===== config.mk =====
export PLATFORM = sky130hd
export DESIGN_NAME = ect_ram
export DESIGN_NICKNAME = d
export VERILOG_FILES = /design/src/design/event_coalescing_table_macros.svh /design/src/design/ect_ram.sv
export SDC_FILE = /design/constraint.sdc
export NUM_CORES = 1
export LEC_CHECK = 0
export BUFFER_PORTS_ARGS = -buffer_cell sky130_fd_sc_hd__buf_2
export CORE_MARGIN = 4
export CORE_UTILIZATION = 40
export CTS_BUF_LIST = sky130_fd_sc_hd__clkbuf_4 sky130_fd_sc_hd__clkbuf_8 sky130_fd_sc_hd__clkbuf_16
export DETAILED_ROUTE_END_ITERATION = 8
export PLACE_DENSITY_LB_ADDON = 0.2
export SLEW_MARGIN = 40
export SYNTH_ARGS = -nofsm -noshare
export SYNTH_HDL_FRONTEND = slang
export SYNTH_SLANG_ARGS = --single-unit

===== constraint.sdc =====
create_clock -name clk_i -period 4.8 [get_ports clk_i]
set_input_delay 0.72 -clock clk_i [delete_from_list [all_inputs] [get_ports clk_i]]
set_output_delay 0.72 -clock clk_i [all_outputs]
set_load 0.02 [all_outputs]

===== src/design/event_coalescing_table_macros.svh =====
// Assertion macros for the event coalescing table.
// Taken in by the top level only; no other dependencies.
`ifndef EVENT_COALESCING_TABLE_MACROS_SVH
`define EVENT_COALESCING_TABLE_MACROS_SVH

// Same-cycle implication, disabled while reset is asserted.
`define ECT_ASSERT_IMPL(lbl, clk, rst_n, ante, cons, msg) \
  lbl: assert property (@(posedge clk) disable iff (!(rst_n)) (ante) |-> (cons)) \
    else $error(msg);

// Next-cycle implication, disabled while reset is asserted.
`define ECT_ASSERT_NEXT(lbl, clk, rst_n, ante, cons, msg) \
  lbl: assert property (@(posedge clk) disable iff (!(rst_n)) (ante) |=> (cons)) \
    else $error(msg);

`endif


===== src/design/ect_ram.sv =====
// Generic single-write, single-read RAM with registered read data.
// No dependencies.
module ect_ram #(
  parameter int unsigned WIDTH = 8,
  parameter int unsigned DEPTH = 16
) (
  input  logic                                  clk_i,
  input  logic                                  we_i,
  input  logic [((DEPTH > 1) ? $clog2(DEPTH) : 1)-1:0] waddr_i,
  input  logic [WIDTH-1:0]                      wdata_i,
  input  logic                                  re_i,
  input  logic [((DEPTH > 1) ? $clog2(DEPTH) : 1)-1:0] raddr_i,
  output logic [WIDTH-1:0]                      rdata_o
);

  logic [WIDTH-1:0] mem_q [DEPTH];
  logic [WIDTH-1:0] rdata_q;

  always_ff @(posedge clk_i) begin
    if (we_i) begin
      mem_q[waddr_i] <= wdata_i;
    end
    if (re_i) begin
      rdata_q <= mem_q[raddr_i];
    end
  end

  assign rdata_o = rdata_q;

endmodule


==> out/metrics.cfg <==
[power]
clockPowerShare = 0.438
sequentialPowerShare = 0.513
p_per_area_mw_per_mm2 = 431
irDropWorstVdd_uv = 225
switchingPower_uw = 501
p_int_uw = 2120
pwr-share-comb = 0.048
p_leak_uw = 0.00199
swShare = 0.191

[routing]
wl_met1_mm = 4.87
wl_met3_um = 359
ant_nets = 0
drt-total-wl_mm = 10.3
drc = 0
post_drt_via_cell_ratio = 5.32
dr.max_layer_used = met4
vias = 2371
dr_wl_met2_mm = 4.94
post_drt_wl_per_cell_um = 23.1
drtPass1Iterations = 4
drtIter0Drc = 299

[setup_path]
regToRegStartpoint = mem_q[2][7]$_DFFE_PP_
critPathMaxStageDelay_ns = 0.57
r2r_cells = 3
cp_data_arrival_time_ns = 2.27
path_class = primary input to flip-flop
rr_endpoint = rdata_o[7]$_DFFE_PP_
cpMostUsedCell = buf_4
critical_path.endpoint_type = flip-flop
startpoint_type = primary input
critPathRequiredTime_ns = 4.95
cp_cell_sequence = buf_4 -> buf_4 -> mux4_1 -> a22oi_1 -> nand2_1
cp_max_fo = 24
cpMaxStageDelayCell = mux4_1
reg2reg_slack_ns = 3.34

[yosys]
yosys_warnings = 0
ys.flop_type = edfxtp_1
post_synth_most_frequent_cells = 136 x edfxtp_1, 18 x mux4_2, 16 x a22oi_1
yosys.area.top_type_share = 0.781
synth_cells = 229
ys_seq_area_frac = 0.781
synth-compound-area-share = 0.0230
synth_seq_cells = 136
synth_mux_area_frac = 0.148
synth_fp_nets = 248
synth_area_per_cell_um2 = 22.8
synthDistinctLibCells = 18
synth_xor_area_frac = 0
synth_top_family_by_area = multiplexers
async_flop_share = 0
netlist_area_mm2 = 0.00523
synth_area_leaders = edfxtp_1 78%, mux4_2 7.8%, mux4_1 7.0%, a22oi_1 2.3%, nor2_1 0.93%
yosysTopAreaCell = edfxtp_1
synth_edf_count = 136
synth_fa_ha_area_frac = 0
synth.most_common_cell = edfxtp_1
yosys.area_share.simple = 0.0314

[clock_network]
cts_sinks = 136
ctsResizeCount = 0
clk_latency_ns = 0.40
post_cts.repair.setup_buffers = 0
cts_buffers = 17
cts_hold_buffers = 0
root_buffer = clkbuf_16
cts_tree = yes
path_clk_slew_ns = 0.05
htree_num_levels = 4
cts_buffer_depth = 2

[floorplan]
pin_count = 27
num_rows = 41
dieHeight_um = 122
die_w_um = 122
dieArea_mm2 = 0.0150
start_util = 0.411
core_area_mm2 = 0.0127

[flow_run]
cap_violations = 0

[worst_hold_path]
min_path_type = primary input to flip-flop
whs_endpoint = mem_q[7][2]$_DFFE_PP_
holdPathStages = 1
hold_start = wdata_i[2]

[finish]
nets = 286
insertedDiodeCount = 0
n_fill_cell = 1087
syn_to_final_growth_pct = 16.3
drive_above_1_share = 0.307

[timing]
fin_setup_tns_ns = 0
slew_headroom = 0.456
final_hold_viol_count = 0
min_period_ns = 2.12
final-setup-viol-count = 0
skew_ns = 0.00731
finalCritPeriodShare = 0.442
worst_pin_slew_ns = 0.815
timing.final.ws_setup_ns = 2.68
rsz0062_at_grt = no
clock.fmax_mhz = 471
slew_violations = 0

[grt]
grt_usage = 0.153
grt_pass1_wl_mm = 15.5
grt_max_degree = 33
grt.overflow.total = 0
antenna_found_initial = 0
grt_pass1_vias = 2417

[place]
pre_cts_slack_ns = 2.22
dp_hpwl_mm = 6.26
gp_congestion = 0.746
io_buffers = 26

[outcome]
status = complete, no violations

[sequential cells by signal, summed over array words and instances (netlist names)]
signal   count
rdata_o      8
mem_q      128
[metrics by stage]
stage / total power [µW] / instances / utilization / cell area (µm²) / hold slack (ns)
floorplan: 1440 / 229 / - / 5230 / 0.705
global placement: 1490 / 420 / 0.434 / 5520 / 0.738
detailed placement: 1500 / 420 / 0.437 / 5550 / 0.747
CTS: 2650 / 446 / 0.477 / 6070 / 0.675
global route: 2710 / 446 / 0.478 / 6080 / 0.670
finish: 2620 / 446 / 0.478 / 6080 / 0.689
[cells by family after synthesis]
| group | Yosys count |
|---|---|
| flops | 136 |
| mux | 32 |
| simple gates | 35 |
| compound gates | 16 |
| buf+inv | 10 |
[worst max-delay path: cells and delay by family]
family                 cells  cell delay (ns)
AOI/OAI and AO/OA          1             0.20
buffers and inverters      2             0.70
muxes                      1             0.57
and+or+nand+nor            1             0.08
[cell type report]
| cell class | count | area, µm² | share of cell area |
|---|---|---|---|
| clock inverters | 9 | 88.8 | 0.0146 |
| flip-flops and latches | 136 | 4080 | 0.672 |
| clock buffers | 17 | 425 | 0.0700 |
| well taps | 172 | 215 | 0.0354 |
| repair buffers | 29 | 155 | 0.0255 |
| multi-input cells | 83 | 1110 | 0.183 |
[how the worst max path moves through the flow]
stage | startpoint | to | slack [ns] | depth (start not counted)
6_report | raddr_i[0] | rdata_o[2]$_DFFE_PP_ | 2.68 | 5
5_1_grt | raddr_i[0] | rdata_o[2]$_DFFE_PP_ | 2.54 | 5
4_1_cts | raddr_i[0] | rdata_o[2]$_DFFE_PP_ | 2.65 | 5
3_5_place_dp | raddr_i[0] | rdata_o[2]$_DFFE_PP_ | 2.22 | 5
3_3_place_gp | raddr_i[0] | rdata_o[2]$_DFFE_PP_ | 1.93 | 5
2_1_floorplan | waddr_i[2] | mem_q[0][0]$_DFFE_PP_ | 2.59 | 2
[metal layers]
layer,vias to the layer above,global-route usage
li1,1055,-
met1,1251,0.224
met2,53,0.217
met3,12,0.0392
met4,0,0.0672
met5,-,0
[power groups by stage]
stage	Combinational [µW]	Clock [µW]	Sequential (µW)
2_1_floorplan	67.5	0	1380
3_3_place_gp	123	0	1370
3_5_place_dp	127	0	1370
4_1_cts	128	1170	1350
5_1_grt	137	1230	1350
6_report	126	1150	1350
[cell usage in the layout (no fill, tap or decap)]
cell	n
nor3_4	2
clkbuf_16	17
bufinv_16	2
and2b_1	1
or3b_2	1
nand2_1	9
buf_2	25
a22oi_1	16
nand2b_1	2
nand3b_1	2
clkinv_2	2
buf_4	4
nor2_1	1
mux4_1	14
nor2b_2	1
edfxtp_1	136
nand3_1	1
mux4_2	18
clkinv_1	5
nor3_1	2
nor2_2	12
and2_1	1
Note: power is estimated with default switching activity, not from simulation.
