### src/design/event_coalescing_table_macros.svh
// Assertion macros for the event coalescing table.
// Taken in by the top level only; no other dependencies.
`ifndef EVENT_COALESCING_TABLE_MACROS_SVH
`define EVENT_COALESCING_TABLE_MACROS_SVH

// Same-cycle implication, disabled while reset is asserted.
`define ECT_ASSERT_IMPL(lbl, clk, rst_n, ante, cons, msg) \
  lbl: assert property (@(posedge clk) disable iff (!(rst_n)) (ante) |-> (cons)) \
    else $error(msg);

// Next-cycle implication, disabled while reset is asserted.
`define ECT_ASSERT_NEXT(lbl, clk, rst_n, ante, cons, msg) \
  lbl: assert property (@(posedge clk) disable iff (!(rst_n)) (ante) |=> (cons)) \
    else $error(msg);

`endif

### src/design/ect_pkg.sv
// Shared types and constants for the event coalescing table.
// No dependencies; imported by ect_unit and event_coalescing_table.
package ect_pkg;

  localparam int unsigned SLOTS_PER_SCOPE_DEF = 16;
  localparam int unsigned LANES_DEF           = 4;
  localparam int unsigned EVENT_BITS_DEF      = 32;
  localparam int unsigned ADDR_BITS_DEF       = 64;

  localparam int unsigned NUM_SCOPES = 3;
  localparam int unsigned CFG_IDX_W  = 3;
  localparam int unsigned CFG_DATA_W = 32;
  localparam int unsigned CNT_W      = 5;
  localparam int unsigned LCNT_W     = 3;
  localparam int unsigned FLOW_W     = 16;
  localparam int unsigned PEER_W     = 64;
  localparam int unsigned BITS_W     = 32;
  localparam int unsigned SCOPE_W    = 2;
  localparam int unsigned OSLOT_W    = 4;
  localparam int unsigned ISLOT_W    = 8;
  localparam int unsigned LANE_IN_W  = 4;
  localparam int unsigned CODE_W     = 5;

  localparam logic [SCOPE_W-1:0] SCOPE_OUT  = 2'd0;
  localparam logic [SCOPE_W-1:0] SCOPE_IN   = 2'd1;
  localparam logic [SCOPE_W-1:0] SCOPE_PEER = 2'd2;

  localparam logic MODE_RECORD   = 1'b0;
  localparam logic MODE_DISPATCH = 1'b1;

  typedef enum logic [CFG_IDX_W-1:0] {
    REG_ENABLED    = 3'd0,
    REG_EVENT_MASK = 3'd1,
    REG_OUT_SLOTS  = 3'd2,
    REG_IN_SLOTS   = 3'd3,
    REG_PEER_SLOTS = 3'd4,
    REG_LANE_COUNT = 3'd5
  } cfg_reg_e;

  // Status from the entry unit back to the sequencer.
  typedef struct packed {
    logic occupied;
    logic lane_hit;
  } ect_stat_t;

  // Clamp a slot or lane count to its limit.
  function automatic logic [CNT_W-1:0] sat_cnt(logic [CNT_W-1:0] n, int unsigned lim);
    logic [CNT_W-1:0] l;
    l = CNT_W'(lim);
    return (n > l) ? l : n;
  endfunction

endpackage

### src/design/ect_unit.sv
// Entry unit: merges an event into a table word and matches the owning lane.
// Depends on ect_pkg.
module ect_unit import ect_pkg::*; #(
  parameter int unsigned EVENT_BITS = EVENT_BITS_DEF,
  parameter int unsigned ADDR_BITS  = ADDR_BITS_DEF,
  parameter int unsigned LANE_W     = 2
) (
  input  logic [LANE_W+FLOW_W+ADDR_BITS+EVENT_BITS-1:0] rdata_i,
  input  logic                                          occupied_i,
  input  logic [EVENT_BITS-1:0]                         ev_bit_i,
  input  logic [LANE_W-1:0]                             lane_i,
  input  logic [ADDR_BITS-1:0]                          peer_i,
  input  logic [FLOW_W-1:0]                             flow_i,
  output logic [LANE_W+FLOW_W+ADDR_BITS+EVENT_BITS-1:0] wdata_o,
  output ect_stat_t                                     stat_o
);

  localparam int unsigned WORD_W = LANE_W + FLOW_W + ADDR_BITS + EVENT_BITS;

  logic [LANE_W-1:0]     old_lane;
  logic [EVENT_BITS-1:0] old_bits;

  assign old_lane = rdata_i[WORD_W-1 -: LANE_W];
  assign old_bits = rdata_i[EVENT_BITS-1:0];

  // An occupied entry keeps its owner and handles; an empty one takes the new beat's.
  always_comb begin
    if (occupied_i) begin
      wdata_o = {rdata_i[WORD_W-1:EVENT_BITS], old_bits | ev_bit_i};
    end else begin
      wdata_o = {lane_i, flow_i, peer_i, ev_bit_i};
    end
  end

  assign stat_o.occupied = occupied_i;
  assign stat_o.lane_hit = occupied_i && (old_lane == lane_i);

endmodule

### config.mk
export PLATFORM = sky130hd
export DESIGN_NAME = ect_unit
export DESIGN_NICKNAME = d
export VERILOG_FILES = /design/src/design/event_coalescing_table_macros.svh /design/src/design/ect_pkg.sv /design/src/design/ect_unit.sv
export SDC_FILE = /design/constraint.sdc
export NUM_CORES = 1
export LEC_CHECK = 0
export BUFFER_PORTS_ARGS = -buffer_cell sky130_fd_sc_hd__buf_2
export CAP_MARGIN = 10
export CORE_AREA = 2 2 135 137
export DETAILED_ROUTE_END_ITERATION = 8
export DIE_AREA = 0 0 137 139
export PLACE_DENSITY = 0.44
export SYNTH_ARGS = -nofsm -noshare
export SYNTH_HDL_FRONTEND = slang
export SYNTH_SLANG_ARGS = --single-unit
### constraint.sdc
create_clock -name vclk -period 1.9
set_input_delay 0.285 -clock vclk [all_inputs]
set_output_delay 0.285 -clock vclk [all_outputs]
set_load 0.01 [all_outputs]
==> results by group, run 1 <==
Cells and area
  • Area of the multi-input gates: 1250 µm²
  • Final nets: 697
  • N_diodes: 0
  • Clock buf count: 0
  • Fill cell count: 2017
  • Number of sequential cells: 0
  • Fraction of layout cells with a size suffix above 1: 92.5%
  • Area growth syn-to-layout: 146%
  • Reg area: 0 µm²
  • Final Non-Filler Cells: 695

Synth
  • Post-Syn Area per Cell: 10.3 µm²
  • Synth cell types: 8
  • Synth top area cells: mux2_2, mux2_4, a21o_1, buf_2, buf_6
  • Post-synthesis compound-gate area fraction: 17.8%
  • Post-Synth Simple-Gate Area: 0.464%
  • Cell taking the most area after synthesis: mux2_2
  • Multiplexer share of the synthesized area: 73.2%
  • Warnings, synthesis: 0
  • Synth Area in XOR/XNOR: 1.30%
  • Main combinational cell family by area after synthesis: multiplexers
  • Post-synth net total: 360
  • Synth Area in Adders: 0%
  • Synthesized area: 1350 µm²
  • Post-Synthesis Cells: 131
  • Yosys top cell area share: 54.3%
  • Post-synth top cells: mux2_2, a21o_1, mux2_4
  • Most common cell in the synthesized netlist: mux2_2
  • Sequential area share after synthesis: 0%

Global routing
  • Vias in the first global route: 2511
  • GRT Total Usage: 9.78%
  • Pin count of the biggest net entering global routing: 48
  • Initial antenna violation count: 0
  • First-pass GRT wire length: 14200 µm
  • Grt total ovfl: 0

STA
  • Final period utilization: 85.6%
  • Final setup violating endpoints: 0
  • RSZ-0062 raised after global routing: no
  • Hold Violations, Final: 0
  • Min Tclk post-route: 1.63 ns
  • Hold WS: 0.824 ns
  • Setup tns final: 0 ns
  • Tightest Pin Transition: 0.284 ns
  • Rel. slew slack: 81.1%
  • Final Max Slew Viols: 0
  • Highest clock rate: 615 MHz

Detailed routing
  • DR iter-0 viols: 29
  • Drt total wl: 10500 µm
  • Pre-antenna DRT Iters: 3
  • Routed Antenna Nets: 0
  • Routed length per instance: 15.2 µm
  • Remaining DRCs: 0
  • DR vias: 2418
  • Via density: 3.48

Worst setup path
  • Critical path class: input pin to primary output
  • CP required: 1.62 ns
  • Crit path launch: occupied_i
  • Worst setup path end: wdata_o[66]
  • Endpoint class of the critical path: primary output
  • Worst Path Arrival: 1.34 ns
  • CP Launch Type: input pin
  • CP Max Fanout: 47

Die
  • Ports: 345
  • Die X: 137 µm
  • Cell Rows: 49
  • CORE AREA: 17700 µm²
  • Die H: 139 µm
  • Initial Utilization: 7.64%
  • Area of the die: 19000 µm²

Power
  • Worst vdd ir: 0.105 mV
  • Internal power: 464 µW
  • Part of the power in registers: 0%
  • Fraction of power spent switching nets: 44.6%
  • Comb pwr share: 100.0%
  • Power per Cell Area: 252 nW/µm²
  • Static Leakage: 1.97 nW
  • Sw power: 373 µW
  • Clk pwr share: 0%

Placement
  • IO buf count: 345
  • Inst Count DP: 695
  • Final GP Congestion: 0.806
  • Dpl hpwl: 9590 µm

Clock network
  • Hold_buf cts: 0
  • Postcts setup bufs: 0
  • Post-CTS sizing: 0

Min path
  • Hold path cells: 3
  • Worst min path class: input pin to primary output

Run
  • Max-Cap Viols: 0

Status
  • Status: finished clean
==> how the worst min path moves through the flow <==
| stage | start | to | slack (ns) |
|---|---|---|---|
| 2_1_floorplan | occupied_i | stat_o[1] | 0.66 |
| 3_3_place_gp | ev_bit_i[8] | wdata_o[8] | 0.83 |
| 3_5_place_dp | ev_bit_i[8] | wdata_o[8] | 0.82 |
| 4_1_cts | ev_bit_i[30] | wdata_o[30] | 0.83 |
| 5_1_grt | ev_bit_i[30] | wdata_o[30] | 0.85 |
| 6_report | ev_bit_i[30] | wdata_o[30] | 0.82 |
==> worst max-delay path: stages <==
cell	delay (ns)
buf_4	0.21
buf_12	0.28
mux2_2	0.39
buf_2	0.16
==> routing by layer <==
metal	track usage (%)	share of wire (%)	vias to the layer above
met1	11.5	38	1050
li1	-	-	1168
met2	19.4	51	200
met4	0	0	0
met5	0	0	-
met3	1.46	10	0
==> power groups by stage <==
stage | clock network (mW) | registers, mW | logic, mW
floorplan | 0 | 0 | 0.371
global placement | 0 | 0 | 0.853
detailed placement | 0 | 0 | 0.847
CTS | 0 | 0 | 0.854
global route | 0 | 0 | 0.908
finish | 0 | 0 | 0.837
==> area by class of cell <==
cell class	instances	area share, %
multi-input combinational	117	37.7
timing repair buffer	349	53.7
tap	229	8.63
==> placed cells by master, fill, tap and decap left out, drive strengths merged <==
cell type  count
buf          349
mux2          82
a21o          32
and3           1
xnor2          2
==> through the flow <==
step,total power [mW],area [µm²],utilization (%),worst slack (ns)
3_5_place_dp,0.847,3320,18.8,0.233
2_1_floorplan,0.371,1350,-,0.637
5_1_grt,0.908,3320,18.8,0.204
6_report,0.837,3320,18.8,0.273
3_3_place_gp,0.853,3320,18.8,0.242
4_1_cts,0.854,3320,18.8,0.231
==> logic make-up (layout without fill, tap and decap cells) <==
logic type / Yosys count / after routing
buf+inv: 14 / 349
xor+xnor: 2 / 2
mux: 82 / 82
simple gates: 1 / 1
compound gates: 32 / 32
Power figures use the tool's default switching activity.
==> inputs of run 2 (changes only) <==
--- a/config.mk
+++ b/config.mk
@@ -11,6 +11,8 @@
 export DETAILED_ROUTE_END_ITERATION = 8
 export DIE_AREA = 0 0 137 139
 export PLACE_DENSITY = 0.44
+export RECOVER_POWER = 50
+export SETUP_SLACK_MARGIN = 0.3
 export SYNTH_ARGS = -nofsm -noshare
 export SYNTH_HDL_FRONTEND = slang
 export SYNTH_SLANG_ARGS = --single-unit
==> results by group, run 2 (synthesized netlist as in run 1, its figures left out) <==
Status
  • Status: finished clean

Min path
  • Worst min path class: input pin to primary output
  • Hold Path Origin: ev_bit_i[30]

Detailed routing
  • DR vias: 2427 (+0.37%)
  • Via density: 3.48 (about the same)
  • Remaining DRCs: 0 (unchanged)
  • DR iter-0 viols: 42 (+45%)
  • Drt total wl: 11000 µm (+4.3%)
  • Pre-antenna DRT Iters: 4 (+1)
  • Routed Antenna Nets: 0 (unchanged)
  • Routed length per instance: 15.8 µm (+4.0%)

Power
  • Fraction of power spent switching nets: 45.7% (+1.2 points)
  • Static Leakage: 1.88 nW (-4.7%)
  • Internal power: 455 µW (-2.0%)
  • Power per Cell Area: 252 nW/µm² (about the same)
  • Comb pwr share: 100.0% (about the same)
  • Worst vdd ir: 0.105 mV (about the same)
  • Sw power: 384 µW (+2.9%)
  • Clk pwr share: 0% (unchanged)
  • Part of the power in registers: 0% (unchanged)

STA
  • Rel. slew slack: 75.6% (-5.5 points)
  • Hold WS: 0.824 ns (unchanged)
  • Highest clock rate: 603 MHz (-2.0%)
  • Final Max Slew Viols: 0 (unchanged)
  • Setup tns final: 0 ns (unchanged)
  • Final period utilization: 87.3% (+1.7 points)
  • Min Tclk post-route: 1.66 ns (+0.0327 ns)
  • Hold Violations, Final: 0 (unchanged)
  • Tightest Pin Transition: 0.366 ns (+0.0827 ns)
  • Final setup violating endpoints: 0 (unchanged)
  • RSZ-0062 raised after global routing: no

Cells and area
  • Fraction of layout cells with a size suffix above 1: 82.5% (-10 points)
  • Reg area: 0 µm² (unchanged)
  • Fill cell count: 2040 (+1.1%)
  • Final Non-Filler Cells: 697 (+0.29%)
  • N_diodes: 0 (unchanged)
  • Clock buf count: 0 (unchanged)
  • Most common cell after layout, fill and taps aside: buf_2
  • Area growth syn-to-layout: 147%
  • Area of the multi-input gates: 1240 µm² (-1.2%)
  • Final nets: 699 (+0.29%)
  • Number of sequential cells: 0 (unchanged)
  • Commonest cells after routing, fill and taps aside: buf_2, mux2_2, clkbuf_1
  • Final core occ: 18.8% (+0.035 points)

Placement
  • IO buf count: 345 (unchanged)
  • Inst Count DP: 695 (unchanged)
  • Dpl hpwl: 9590 µm (unchanged)
  • Final GP Congestion: 0.806 (unchanged)

Global routing
  • Pin count of the biggest net entering global routing: 43 (-10%)
  • Grt total ovfl: 0 (unchanged)
  • GRT Total Usage: 9.99% (+0.21 points)
  • First-pass GRT wire length: 14400 µm (+1.5%)
  • Vias in the first global route: 2511 (unchanged)
  • Initial antenna violation count: 0 (unchanged)

Die
  • Die X: 137 µm (unchanged)
  • Die H: 139 µm (unchanged)
  • CORE AREA: 17700 µm² (unchanged)
  • Area of the die: 19000 µm² (unchanged)
  • Cell Rows: 49 (unchanged)
  • Ports: 345 (unchanged)
  • Initial Utilization: 7.64% (unchanged)

Worst setup path
  • CP Max Fanout: 21 (-55%)
  • Critical path class: input pin to primary output
  • CP Launch Type: input pin
  • Worst Path Arrival: 1.37 ns (+0.03 ns)
  • CP required: 1.62 ns (about the same)
  • Crit path launch: occupied_i
  • Worst setup path end: wdata_o[5]
  • Endpoint class of the critical path: primary output

Clock network
  • Hold_buf cts: 0 (unchanged)

Run
  • Max-Cap Viols: 0 (unchanged)
## run 2: cell count changes in the layout (fill, tap and decap cells not counted)
| cell | change |
|---|---|
| buf_2 | -40 |
| clkbuf_1 | +41 |
| buf_4 | -2 |
| mux2_1 | +6 |
| clkbuf_16 | +1 |
| mux2_2 | -2 |
| mux2_4 | -4 |
| buf_12 | -2 |
| buf_16 | +3 |
| buf_8 | +1 |
## run 2: critical path, stage by stage
cell,delay [ns]
buf_8,0.20
clkbuf_16,0.25
clkbuf_1,0.33
a21o_1,0.16
clkbuf_1,0.14
## run 2: power by group through the flow
stage / Sequential, mW / Clock, mW / Combinational (mW)
CTS: 0 / 0 / 0.868
floorplan: 0 / 0 / 0.371
finish: 0 / 0 / 0.839
global placement: 0 / 0 / 0.853
global route: 0 / 0 / 0.908
detailed placement: 0 / 0 / 0.847
## run 2: through the flow
| step | power, mW | instance area [µm²] | setup WS (ns) |
|---|---|---|---|
| finish | 0.839 | 3330 | 0.241 |
| global route | 0.908 | 3330 | 0.169 |
| CTS | 0.868 | 3370 | 0.293 |
| floorplan | 0.371 | 1350 | 0.637 |
| global placement | 0.853 | 3320 | 0.242 |
| detailed placement | 0.847 | 3320 | 0.233 |
## run 2: worst min path at each step
stage | endpoint | slack (ns) | depth (start not counted)
after global routing | wdata_o[30] | 0.85 | 3
after detailed placement | wdata_o[8] | 0.82 | 3
after floorplan | stat_o[1] | 0.66 | 1
final | wdata_o[30] | 0.82 | 3
after CTS | wdata_o[30] | 0.83 | 3
after global placement | wdata_o[8] | 0.83 | 3
## run 2: area by class of cell
type | instances | share of cell area (%)
Timing Repair Buffer | 351 | 54.2
Tap cell | 229 | 8.61
Multi-Input combinational cell | 117 | 37.1
## run 2: metal layers
layer	up-vias	global-route usage, %	part of all wire (%)
met5	-	0	0
met4	0	0	0.31
met3	2	1.46	10
li1	1177	-	-
met2	210	19.6	50
met1	1038	12.0	40
## run 2: what timing repair did
action                     in CTS  in global routing
setup buffers                   0                  0
gates cloned                    1                  1
gates resized for setup         4                  1
setup endpoints to repair      50                 25
